### src/rtl/lpms_pkg.sv
`timescale 1ns / 1ps
// ----------------------------------------------------------------------------
// lpms_pkg
// Shared types and constants for the LED pattern mode sequencer.
// ----------------------------------------------------------------------------
package lpms_pkg;

	localparam int STEP_W = 24;
	localparam int MODE_W = 3;
	localparam logic [STEP_W-1:0] STEP_RESET = 24'd100000;

	typedef enum logic [MODE_W-1:0] {
		MODE_IDLE  = 3'd0,
		MODE_ON    = 3'd1,
		MODE_BLINK = 3'd2,
		MODE_DOT   = 3'd3,
		MODE_FILL  = 3'd4,
		MODE_OFF   = 3'd5
	} mode_t;

	typedef struct packed {
		mode_t             mode;
		logic              phase;
		logic              await_release;
		logic [STEP_W-1:0] tick_count;
	} ctrl_t;

endpackage

### src/rtl/lpms_next.sv
`timescale 1ns / 1ps
// ----------------------------------------------------------------------------
// lpms_next
// Next-state logic: mode sequencing, step timing and LED pattern update for
// one button sample.
// ----------------------------------------------------------------------------
module lpms_next import lpms_pkg::*; #(
	parameter int LED_COUNT = 10
) (
	input  ctrl_t                           ctrl_cur,
	input  logic [LED_COUNT-1:0]            pattern_cur,
	input  logic [$clog2(LED_COUNT)-1:0]    pos_cur,
	input  logic                            pressed,
	input  logic [STEP_W-1:0]               limit,
	output ctrl_t                           ctrl_nxt,
	output logic [LED_COUNT-1:0]            pattern_nxt,
	output logic [$clog2(LED_COUNT)-1:0]    pos_nxt
);

	localparam int POS_W = $clog2(LED_COUNT);
	localparam logic [POS_W-1:0] TOP = POS_W'(LED_COUNT - 1);
	localparam logic [LED_COUNT-1:0] ALL_ON = {LED_COUNT{1'b1}};
	localparam logic [LED_COUNT-1:0] BIT0 = LED_COUNT'(1);

	logic [STEP_W-1:0]    tick_inc;
	logic                 step_end;
	mode_t                mode_enter;
	logic [LED_COUNT-1:0] bit_pos;
	logic [LED_COUNT-1:0] bit_up;
	logic [LED_COUNT-1:0] bit_dn;

	assign tick_inc = (ctrl_cur.tick_count < limit) ? ctrl_cur.tick_count + 1'b1
		: ctrl_cur.tick_count;
	assign step_end = (tick_inc >= limit);
	assign bit_pos  = BIT0 << pos_cur;
	assign bit_up   = BIT0 << (pos_cur + 1'b1);
	assign bit_dn   = BIT0 << (pos_cur - 1'b1);

	always_comb begin
		case (ctrl_cur.mode)
			MODE_ON:    mode_enter = MODE_BLINK;
			MODE_BLINK: mode_enter = MODE_DOT;
			MODE_DOT:   mode_enter = MODE_FILL;
			MODE_FILL:  mode_enter = MODE_OFF;
			default:    mode_enter = MODE_ON;
		endcase
	end

	always_comb begin
		ctrl_nxt    = ctrl_cur;
		pattern_nxt = pattern_cur;
		pos_nxt     = pos_cur;
		if (ctrl_cur.await_release) begin
			if (!pressed) begin
				ctrl_nxt.await_release = 1'b0;
				ctrl_nxt.mode          = mode_enter;
				ctrl_nxt.tick_count    = '0;
				ctrl_nxt.phase         = 1'b0;
				pos_nxt                = '0;
				case (mode_enter)
					MODE_ON, MODE_BLINK: pattern_nxt = ALL_ON;
					MODE_DOT, MODE_FILL: pattern_nxt = BIT0;
					default:             pattern_nxt = '0;
				endcase
			end
		end else if (ctrl_cur.mode == MODE_IDLE || ctrl_cur.mode > MODE_OFF) begin
			ctrl_nxt.mode          = MODE_IDLE;
			pattern_nxt            = '0;
			ctrl_nxt.await_release = pressed;
		end else begin
			ctrl_nxt.tick_count = tick_inc;
			if (step_end) begin
				ctrl_nxt.tick_count = '0;
				if (pressed) begin
					ctrl_nxt.await_release = 1'b1;
					if (ctrl_cur.mode == MODE_DOT)
						pattern_nxt = '0;
				end else begin
					case (ctrl_cur.mode)
						MODE_ON:    pattern_nxt = ALL_ON;
						MODE_BLINK: pattern_nxt = ~pattern_cur;
						MODE_DOT: begin
							if (!ctrl_cur.phase) begin
								if (pos_cur < TOP) begin
									pos_nxt     = pos_cur + 1'b1;
									pattern_nxt = bit_up;
								end else begin
									ctrl_nxt.phase = 1'b1;
									pattern_nxt    = bit_pos;
								end
							end else begin
								if (pos_cur != '0) begin
									pos_nxt     = pos_cur - 1'b1;
									pattern_nxt = bit_dn;
								end else begin
									ctrl_nxt.phase = 1'b0;
									pattern_nxt    = bit_pos;
								end
							end
						end
						MODE_FILL: begin
							if (!ctrl_cur.phase) begin
								if (pos_cur < TOP) begin
									pos_nxt     = pos_cur + 1'b1;
									pattern_nxt = pattern_cur | bit_up;
								end else begin
									ctrl_nxt.phase = 1'b1;
									pattern_nxt    = pattern_cur & ~bit_pos;
								end
							end else begin
								if (pos_cur != '0) begin
									pos_nxt     = pos_cur - 1'b1;
									pattern_nxt = pattern_cur & ~bit_dn;
								end else begin
									ctrl_nxt.phase = 1'b0;
									pattern_nxt    = pattern_cur | bit_pos;
								end
							end
						end
						default: pattern_nxt = '0;
					endcase
				end
			end
		end
	end

endmodule

### src/rtl/led_pattern_mode_sequencer.sv
`timescale 1ns / 1ps
// ----------------------------------------------------------------------------
// led_pattern_mode_sequencer
// Push-button driven LED bar pattern sequencer.
// ----------------------------------------------------------------------------
// One pin sample is taken per cycle and yields one result (LED pattern and
// current mode); it passes an input register then the result register,
// and a new sample is taken every cycle while the output side keeps up.
// Each press-and-release steps through all-on, blink, bouncing dot,
// fill-then-empty and all-off; patterns advance every step_cycles samples
// (zero counts as one) and the button is checked at each step end.
module led_pattern_mode_sequencer import lpms_pkg::*; #(
	parameter int LED_COUNT = 10
) (
	input  logic                 clk,
	input  logic                 arst_n,
	input  logic                 in_valid,
	output logic                 in_stall,
	input  logic                 pin_level,
	output logic                 out_valid,
	input  logic                 out_stall,
	output logic [LED_COUNT-1:0] leds,
	output logic [MODE_W-1:0]    mode,
	input  logic                 cfg_valid,
	output logic                 cfg_ready,
	input  logic [STEP_W-1:0]    step_cycles
);

	localparam int POS_W = $clog2(LED_COUNT);

	logic                 valid_s1;
	logic                 pin_s1;
	logic                 out_valid_q;
	logic [LED_COUNT-1:0] leds_q;
	logic [MODE_W-1:0]    mode_q;
	logic [STEP_W-1:0]    step_cycles_q;
	ctrl_t                ctrl_q;
	logic [LED_COUNT-1:0] pattern_q;
	logic [POS_W-1:0]     pos_q;

	ctrl_t                ctrl_nxt;
	logic [LED_COUNT-1:0] pattern_nxt;
	logic [POS_W-1:0]     pos_nxt;
	logic [STEP_W-1:0]    limit;
	logic                 out_ready;
	logic                 fire;

	assign cfg_ready = 1'b1;
	assign out_ready = !out_valid_q || !out_stall;
	assign fire      = valid_s1 && out_ready;
	assign in_stall  = valid_s1 && !out_ready;
	assign limit     = (step_cycles_q == '0) ? STEP_W'(1) : step_cycles_q;

	assign out_valid = out_valid_q;
	assign leds      = leds_q;
	assign mode      = mode_q;

	lpms_next #(
		.LED_COUNT(LED_COUNT)
	) u_next (
		.ctrl_cur    (ctrl_q),
		.pattern_cur (pattern_q),
		.pos_cur     (pos_q),
		.pressed     (!pin_s1),
		.limit       (limit),
		.ctrl_nxt    (ctrl_nxt),
		.pattern_nxt (pattern_nxt),
		.pos_nxt     (pos_nxt)
	);

	always_ff @(posedge clk or negedge arst_n) begin
		if (!arst_n) begin
			step_cycles_q <= STEP_RESET;
		end else if (cfg_valid && cfg_ready) begin
			step_cycles_q <= step_cycles;
		end
	end

	// input register
	always_ff @(posedge clk or negedge arst_n) begin
		if (!arst_n) begin
			valid_s1 <= 1'b0;
		end else if (!in_stall) begin
			valid_s1 <= in_valid;
		end
	end

	always_ff @(posedge clk) begin
		if (!in_stall && in_valid) begin
			pin_s1 <= pin_level;
		end
	end

	// sequencer state
	always_ff @(posedge clk or negedge arst_n) begin
		if (!arst_n) begin
			ctrl_q    <= '{mode: MODE_IDLE, phase: 1'b0, await_release: 1'b0,
				tick_count: '0};
			pattern_q <= '0;
			pos_q     <= '0;
		end else if (fire) begin
			ctrl_q    <= ctrl_nxt;
			pattern_q <= pattern_nxt;
			pos_q     <= pos_nxt;
		end
	end

	// result register
	always_ff @(posedge clk or negedge arst_n) begin
		if (!arst_n) begin
			out_valid_q <= 1'b0;
		end else if (out_ready) begin
			out_valid_q <= valid_s1;
		end
	end

	always_ff @(posedge clk) begin
		if (fire) begin
			leds_q <= pattern_nxt;
			mode_q <= ctrl_nxt.mode;
		end
	end

endmodule
### config.mk
export PLATFORM = sky130hd
export DESIGN_NAME = led_pattern_mode_sequencer
export DESIGN_NICKNAME = d
export VERILOG_FILES = /design/src/rtl/lpms_pkg.sv /design/src/rtl/lpms_next.sv /design/src/rtl/led_pattern_mode_sequencer.sv
export SDC_FILE = /design/constraint.sdc
export NUM_CORES = 1
export LEC_CHECK = 0
export ABC_CLOCK_PERIOD_IN_PS = 12550
export BUFFER_PORTS_ARGS = -buffer_cell sky130_fd_sc_hd__buf_2
export CAP_MARGIN = 5
export CORE_UTILIZATION = 61
export DETAILED_ROUTE_END_ITERATION = 10
export PLACE_DENSITY = 0.8
export SLEW_MARGIN = 20
export SYNTH_ARGS = -nofsm -noshare
export SYNTH_HDL_FRONTEND = slang
export SYNTH_HIERARCHICAL = 1
export SYNTH_SLANG_ARGS = --single-unit
export TNS_END_PERCENT = 5
### constraint.sdc
create_clock -name clk -period 12.55 [get_ports clk]
set_clock_uncertainty 0.05 [all_clocks]
set_input_delay 1.8825 -clock clk [delete_from_list [all_inputs] [get_ports clk]]
set_output_delay 1.8825 -clock clk [all_outputs]
set_load 0.02 [all_outputs]
Yosys cells after proc, flatten, opt, wreduce, memory -nomap -nowiden
Index checks and enable logic that the tools add are counted.
{"block": "word_totals", "in_bits": 30, "register_bits": 83}
{"block": "classes", "shifts": 3, "magnitude_cmp": 4, "n_addsub": 3, "n_eq_ne": 12, "muxes": 39, "n_reduce_logical": 22, "bitwise_logic": 7}
{"operator": "2-to-1 mux 10 bit", "n": 12}
{"operator": "2-to-1 mux 24 bit", "n": 3}
{"operator": "2-to-1 mux 29 bit", "n": 2}
{"operator": "case mux 10 bit (4 select lines)", "n": 1}
{"operator": "2-to-1 mux 4 bit", "n": 9}
{"operator": "inverter 10 bit", "n": 3}
{"operator": "left shift 1 x 4 -> 10 bit (first input constant)", "n": 3}
{"operator": "2-to-1 mux 26 bit", "n": 1}
{"operator": "adder 24 x 1 -> 24 bit (second input constant)", "n": 1}
{"operator": "greater-or-equal comparator 24 bit", "n": 1}
{"operator": "zero test 24 bit", "n": 1}
{"operator": "less-than comparator 24 bit", "n": 1}
{"operator": "AND 10 bit", "n": 2}
{"operator": "OR 10 bit", "n": 2}
{"operator": "case mux 10 bit (2 select lines)", "n": 1}
{"operator": "== test 3 x 2 -> 1 bit (second input constant)", "n": 4}
{"operator": "case mux 3 bit (4 select lines)", "n": 1}
{"operator": "2-to-1 mux 1 bit", "n": 8}
{"operator": "AND reduction 8 bit", "n": 1}
{"operator": "== test 3 x 1 -> 1 bit (second input constant)", "n": 2}
{"operator": "== test 3 bit (second input constant)", "n": 2}
{"operator": "AND reduction 6 bit", "n": 1}
{"operator": "OR reduction 2 bit", "n": 3}
{"operator": "zero test 1 bit", "n": 5}
{"operator": "15 further kinds", "n": 20}

Longest topological paths before layout
{"block": "logic_depth", "word_depth": 11, "ltp_mapped": 22, "mapped_depth_nobuf": 19}

By module
Netlist, hierarchy kept.
{"mod": "lpms_next", "area_per_inst_um2": 3957.5, "instances": 1, "seq_area_each_um2": 0.0, "cells_each": 606}
{"mod": "led_pattern_mode_sequencer", "area_per_inst_um2": 3165.5, "instances": 1, "seq_area_each_um2": 2154.6, "cells_each": 198}

Worst setup path before layout
OpenSTA, ideal clock, no wires.
{"block": "synth_timing", "path_kind": "register to register", "startpoint": "reg step_cycles_q[7]", "endpoint": "reg pattern_q[3]", "synth_period_minus_slack_ns": 4.581, "t_arrival_ns": 4.407, "setup_slack_ns": 7.969, "stages_incl_launch_ff": 21, "setup_ns": 0.125, "path_buffers": 3, "cell_sequence": "dfstp_2 clkbuf_1 inv_1 ha_1 a21oi_1 o21ai_0 a221oi_1 a31oi_2 buf_6 nor4_2 xor2_1 ha_1 nand4_1 nor3_1 a221oi_1 o21ai_0 nor2_1 buf_2 o21a_1 a221o_1 mux2_2"}
{"block": "synth_via", "elab_chain_cells": 8}
{"item": "start, declared", "line": "led_pattern_mode_sequencer.sv:36", "rtl": "logic [STEP_W-1:0] step_cycles_q;"}
{"item": "start signal, assigned", "line": "led_pattern_mode_sequencer.sv:75", "rtl": "step_cycles_q <= step_cycles;"}
{"item": "zero test 24 bit", "line": "led_pattern_mode_sequencer.sv:52", "rtl": "assign limit = (step_cycles_q == '0) ? STEP_W'(1) : step_cycles_q;"}
{"item": "2-to-1 mux 24 bit (*)", "line": "led_pattern_mode_sequencer.sv:52"}
{"item": "named net limit[7]", "line": "led_pattern_mode_sequencer.sv:44", "rtl": "logic [STEP_W-1:0] limit;"}
{"item": "less-than comparator 24 bit", "line": "lpms_next.sv:32", "rtl": "assign tick_inc = (ctrl_cur.tick_count < limit) ? ctrl_cur.tick_count + 1'b1"}
{"item": "2-to-1 mux 24 bit", "line": "lpms_next.sv:32"}
{"item": "greater-or-equal comparator 24 bit (*)", "line": "lpms_next.sv:34", "rtl": "assign step_end = (tick_inc >= limit);"}
{"item": "2-to-1 mux 10 bit (*)", "line": "lpms_next.sv:72", "rtl": "if (step_end) begin"}
{"item": "2-to-1 mux 10 bit (*)", "line": "lpms_next.sv:66", "rtl": "end else if (ctrl_cur.mode == MODE_IDLE || ctrl_cur.mode > MODE_OFF) begin"}
{"item": "2-to-1 mux 10 bit (*)", "line": "lpms_next.sv:53", "rtl": "if (ctrl_cur.await_release) begin"}
{"item": "named net pattern_nxt[3]", "line": "led_pattern_mode_sequencer.sv:42", "rtl": "logic [LED_COUNT-1:0] pattern_nxt;"}
{"item": "end signal, assigned", "line": "led_pattern_mode_sequencer.sv:103", "rtl": "pattern_q <= pattern_nxt;"}
{"item": "end, declared", "line": "led_pattern_mode_sequencer.sv:38", "rtl": "logic [LED_COUNT-1:0] pattern_q;"}
The timed path passes the listed nets; every way through them passes the cells marked *.
A chain may end at the register's enable or synchronous reset.

Worst setup path in the final report
{"block": "layout_timing", "startpoint": "reg step_cycles_q[0]", "endpoint": "reg pattern_q[8]"}
Same word-level chain as after synthesis.

==> reports/summary.json <==
{
  "worstSkewPairLatency": {"value": 0.36, "unit": "ns"},
  "tritoncts": {"value": "done"},
  "grt_most_used_layer": {"value": "met2"},
  "synth.avg_cell_area": {"value": 8.86, "unit": "um2"},
  "worst_path_cell_chain": {"value": "nor4_1, nand4_1, o21bai_1, nand2b_1, a2111oi_0, nand3b_1, a31oi_2, nor4_2, xor2_1, ha_1, nand4_1, nor3_1, a221oi_1, o21ai_0, nor2_1, nor4_2, a221o_1, mux2_2"},
  "row_count": {"value": 39},
  "synth_common_cells": {"value": "68 x sky130_fd_sc_hd__nand2_1, 66 x sky130_fd_sc_hd__mux2_2, 63 x sky130_fd_sc_hd__dfrtp_1, 58 x sky130_fd_sc_hd__ha_1, 48 x sky130_fd_sc_hd__a21oi_1"},
  "ant_nets": {"value": 0},
  "worst_slew_pin_slew": {"value": 1.05, "unit": "ns"},
  "drt_pass1_iterations": {"value": 5},
  "hold_vio_cnt_final": {"value": 0},
  "post_cts_resized": {"value": 0},
  "grt_max_degree": {"value": 70},
  "ys_ff_latch": {"value": 83},
  "synth_most_common_cell": {"value": "sky130_fd_sc_hd__nand2_1"},
  "gp_congestion": {"value": 1.00},
  "boundaryPins": {"value": 46},
  "post_synth_main_area_contributors": {"value": "sky130_fd_sc_hd__dfrtp_1 22%, sky130_fd_sc_hd__mux2_2 10%, sky130_fd_sc_hd__ha_1 10%"},
  "synthDominantCellAreaShare": {"value": 22.1, "unit": "%"},
  "clock_path_buffers": {"value": 2},
  "sort_of_element_at_the_end_of_the_critical_path": {"value": "register"},
  "layout.nets": {"value": 885},
  "detailroute.via_count": {"value": 6436},
  "timing.final.crit_share": {"value": 49.7, "unit": "%"},
  "die_w": {"value": 110, "unit": "um"},
  "critPathSlowestCell": {"value": "sky130_fd_sc_hd__nor2_1"},
  "synth_seq_area_share": {"value": 30.2, "unit": "%"},
  "timing.final.crit_period": {"value": 6.24, "unit": "ns"},
  "clk_root_buffer_cell": {"value": "sky130_fd_sc_hd__clkbuf_16"},
  "mapped_cell_area": {"value": 7120, "unit": "um2"},
  "hold_class": {"value": "register to register"},
  "crit_arrival": {"value": 6.42, "unit": "ns"},
  "path_clk_slew": {"value": 0.07, "unit": "ns"},
  "drv_slew": {"value": 0},
  "postSynth.asyncResetShare": {"value": 83.1, "unit": "%"},
  "drive_gt1_share": {"value": 19.8, "unit": "%"},
  "setup-violations-final": {"value": 0},
  "antenna_cells": {"value": 0},
  "fin_worst_hold_slack": {"value": 0.439, "unit": "ns"},
  "core_region_area": {"value": 11400, "unit": "um2"},
  "yosysUniqueCellTypes": {"value": 77},
  "drtIter0Drc": {"value": 714},
  "h-tree-depth": {"value": 3},
  "area.growth.synth_to_final": {"value": 6.25, "unit": "%"},
  "use_met1": {"value": 45.1, "unit": "%"},
  "groute.usage.overall": {"value": 32.3, "unit": "%"},
  "synth_enable_flop_cells": {"value": 14},
  "static-leakage-power": {"value": 0.00345, "unit": "uW"},
  "place_hpwl": {"value": 13.2, "unit": "mm"},
  "detail_route.wl_per_cell": {"value": 19.8, "unit": "um"},
  "reg2reg_depth": {"value": 18},
  "type_of_origin_of_the_critical_path": {"value": "register"},
  "ys_warn_count": {"value": 6},
  "synth-main-ff-cell": {"value": "sky130_fd_sc_hd__dfrtp_1"},
  "total_length_of_routed_wires": {"value": 18.7, "unit": "mm"},
  "final_cells": {"value": 945},
  "crit_fanout": {"value": 13},
  "power_density": {"value": 155, "unit": "nW/um2"},
  "post-route-drc-count": {"value": 0},
  "post-synth-top-area-cell": {"value": "sky130_fd_sc_hd__dfrtp_1"},
  "grt_first_pass_wirelength": {"value": 30.2, "unit": "mm"},
  "grt_overflow": {"value": 0},
  "avgViaCountPerCell": {"value": 6.81},
  "finalSetupTns": {"value": 0, "unit": "ns"},
  "postCtsSetupRepairBufs": {"value": 0},
  "first_global_vias": {"value": 6016},
  "criticalPathCategory": {"value": "register to register"},
  "cts-hold-fix-buffers": {"value": 0},
  "min_path_cells": {"value": 1},
  "synth_fp_nets": {"value": 892},
  "fin_util": {"value": 66.3, "unit": "%"},
  "groute.layer.met3.usage": {"value": 5.94, "unit": "%"},
  "die_height": {"value": 110, "unit": "um"},
  "vdd_drop_max": {"value": 0.144, "unit": "mV"},
  "outcome": {"value": "finished clean"},
  "place.detailed.instances": {"value": 929},
  "max-cap-violations": {"value": 0},
  "slew_headroom": {"value": 29.5, "unit": "%"},
  "final_area": {"value": 7570, "unit": "um2"},
  "worst_ep_required_time": {"value": 12.74, "unit": "ns"},
  "initial_core_util": {"value": 62.4, "unit": "%"},
  "rsz0062_at_grt": {"value": "no"},
  "maxClockFrequency": {"value": 0.160, "unit": "GHz"},
  "place.port_buffers": {"value": 44},
  "cts-buffers-inserted": {"value": 9},
  "fp.dieArea": {"value": 12100, "unit": "um2"},
  "cts_sinks": {"value": 83},
  "antenna_found_initial": {"value": 0},
  "dpl_cell_area": {"value": 7250, "unit": "um2"},
  "critical_path.max_stage_delay": {"value": 0.75, "unit": "ns"},
  "synthesis.instances": {"value": 804},
  "grtUsageMet2": {"value": 49.3, "unit": "%"}
}
stage by stage:
step	setup slack (ns)	power [uW]
floorplan	7.97	740
global placement	6.69	844
detailed placement	6.66	860
CTS	6.59	1160
global route	5.97	1240
finish	6.31	1170
layout make-up:
class / count / area [um2]
repair buffers: 47 / 243
multi-input cells: 616 / 4520
clock buffers: 10 / 229
inverters: 40 / 150
fillers: 911 / 3850
flip-flops and latches: 83 / 2150
well taps: 143 / 179
clock inverters: 6 / 88.8
kinds of logic after synthesis:
group / after synthesis / synth area share, %
buffers and inverters: 105 / 6.31
AO/OA/AOI/OAI: 187 / 18.1
AND/OR/NAND/NOR: 269 / 20.1
adder cells (fa/ha/maj): 58 / 10.2
other: 1 / 0.0526
multiplexers: 78 / 12.2
XOR/XNOR: 23 / 2.83
flip-flops: 83 / 30.2
path summary, 6_finish.rpt:
path | startpoint | to | slack, ns
hold / removal | valid_s1 | out_valid | 0.44
hold reg to reg | valid_s1 | out_valid | 0.44
setup reg to reg | step_cycles_q[0] | pattern_q[8] | 6.31
max in group asynchronous | arst_n | ctrl_q[7] | 10.16
min in group asynchronous | arst_n | pattern_q[7] | 1.68
setup / recovery | step_cycles_q[0] | pattern_q[8] | 6.31
flip-flops by register name (all words and copies together) (netlist names):
name	cells
pin_s1	1
leds	10
out_valid	1
step_cycles_q	24
pattern_q	10
mode	3
ctrl_q	29
valid_s1	1
pos_q	4
routing by layer:
layer | wire length (um) | part of all wire [%]
met1 | 8060 | 43
met2 | 8350 | 45
met3 | 1840 | 9.8
met4 | 413 | 2.2
met5 | 0 | 0
power breakdown:
| group | internal [uW] | total [uW] | switching, uW |
|---|---|---|---|
| Sequential | 330 | 408 | 78.6 |
| Combinational | 179 | 471 | 292 |
| Clock | 175 | 296 | 121 |
| Total | 684 | 1170 | 491 |
worst max-delay path, delay by kind of cell (launching register included):
kind | cells | cell delay, ns
AO/OA/AOI/OAI | 6 | 2.08
XOR/XNOR | 1 | 0.22
adder cells (fa/ha/maj) | 1 | 0.27
flip-flops | 1 | 0.40
multiplexers | 1 | 0.27
AND/OR/NAND/NOR | 9 | 2.82
layout by cell type (no fill, tap or decap), types with 6 or more instances in the layout:
cell type / netlist / layout
sky130_fd_sc_hd__mux2_2: 66 / 66
sky130_fd_sc_hd__a21o_1: 10 / 10
sky130_fd_sc_hd__a21oi_1: 48 / 48
sky130_fd_sc_hd__and2_1: 11 / 11
sky130_fd_sc_hd__o211ai_1: 10 / 10
sky130_fd_sc_hd__dfstp_2: 6 / 6
sky130_fd_sc_hd__ha_1: 58 / 58
sky130_fd_sc_hd__a31oi_1: 15 / 15
sky130_fd_sc_hd__or3_1: 6 / 6
sky130_fd_sc_hd__nor4_1: 8 / 8
sky130_fd_sc_hd__nand2b_1: 14 / 14
sky130_fd_sc_hd__mux2i_1: 10 / 10
sky130_fd_sc_hd__edfxtp_1: 14 / 14
sky130_fd_sc_hd__nand4_1: 16 / 16
sky130_fd_sc_hd__xnor2_1: 12 / 12
sky130_fd_sc_hd__clkbuf_16: 0 / 9
sky130_fd_sc_hd__nand2_1: 68 / 68
sky130_fd_sc_hd__xor2_1: 11 / 11
sky130_fd_sc_hd__nor2_1: 47 / 47
sky130_fd_sc_hd__dfrtp_1: 63 / 63
sky130_fd_sc_hd__nand3_1: 30 / 30
sky130_fd_sc_hd__o22ai_1: 6 / 6
sky130_fd_sc_hd__or2_2: 6 / 6
sky130_fd_sc_hd__o21ai_0: 31 / 31
sky130_fd_sc_hd__and3_1: 13 / 13
sky130_fd_sc_hd__nor3_1: 16 / 15
sky130_fd_sc_hd__inv_1: 37 / 37
sky130_fd_sc_hd__a221o_1: 11 / 11
sky130_fd_sc_hd__buf_2: 11 / 44
sky130_fd_sc_hd__nor4_2: 7 / 7
Note: power is estimated with default switching activity, not from simulation.
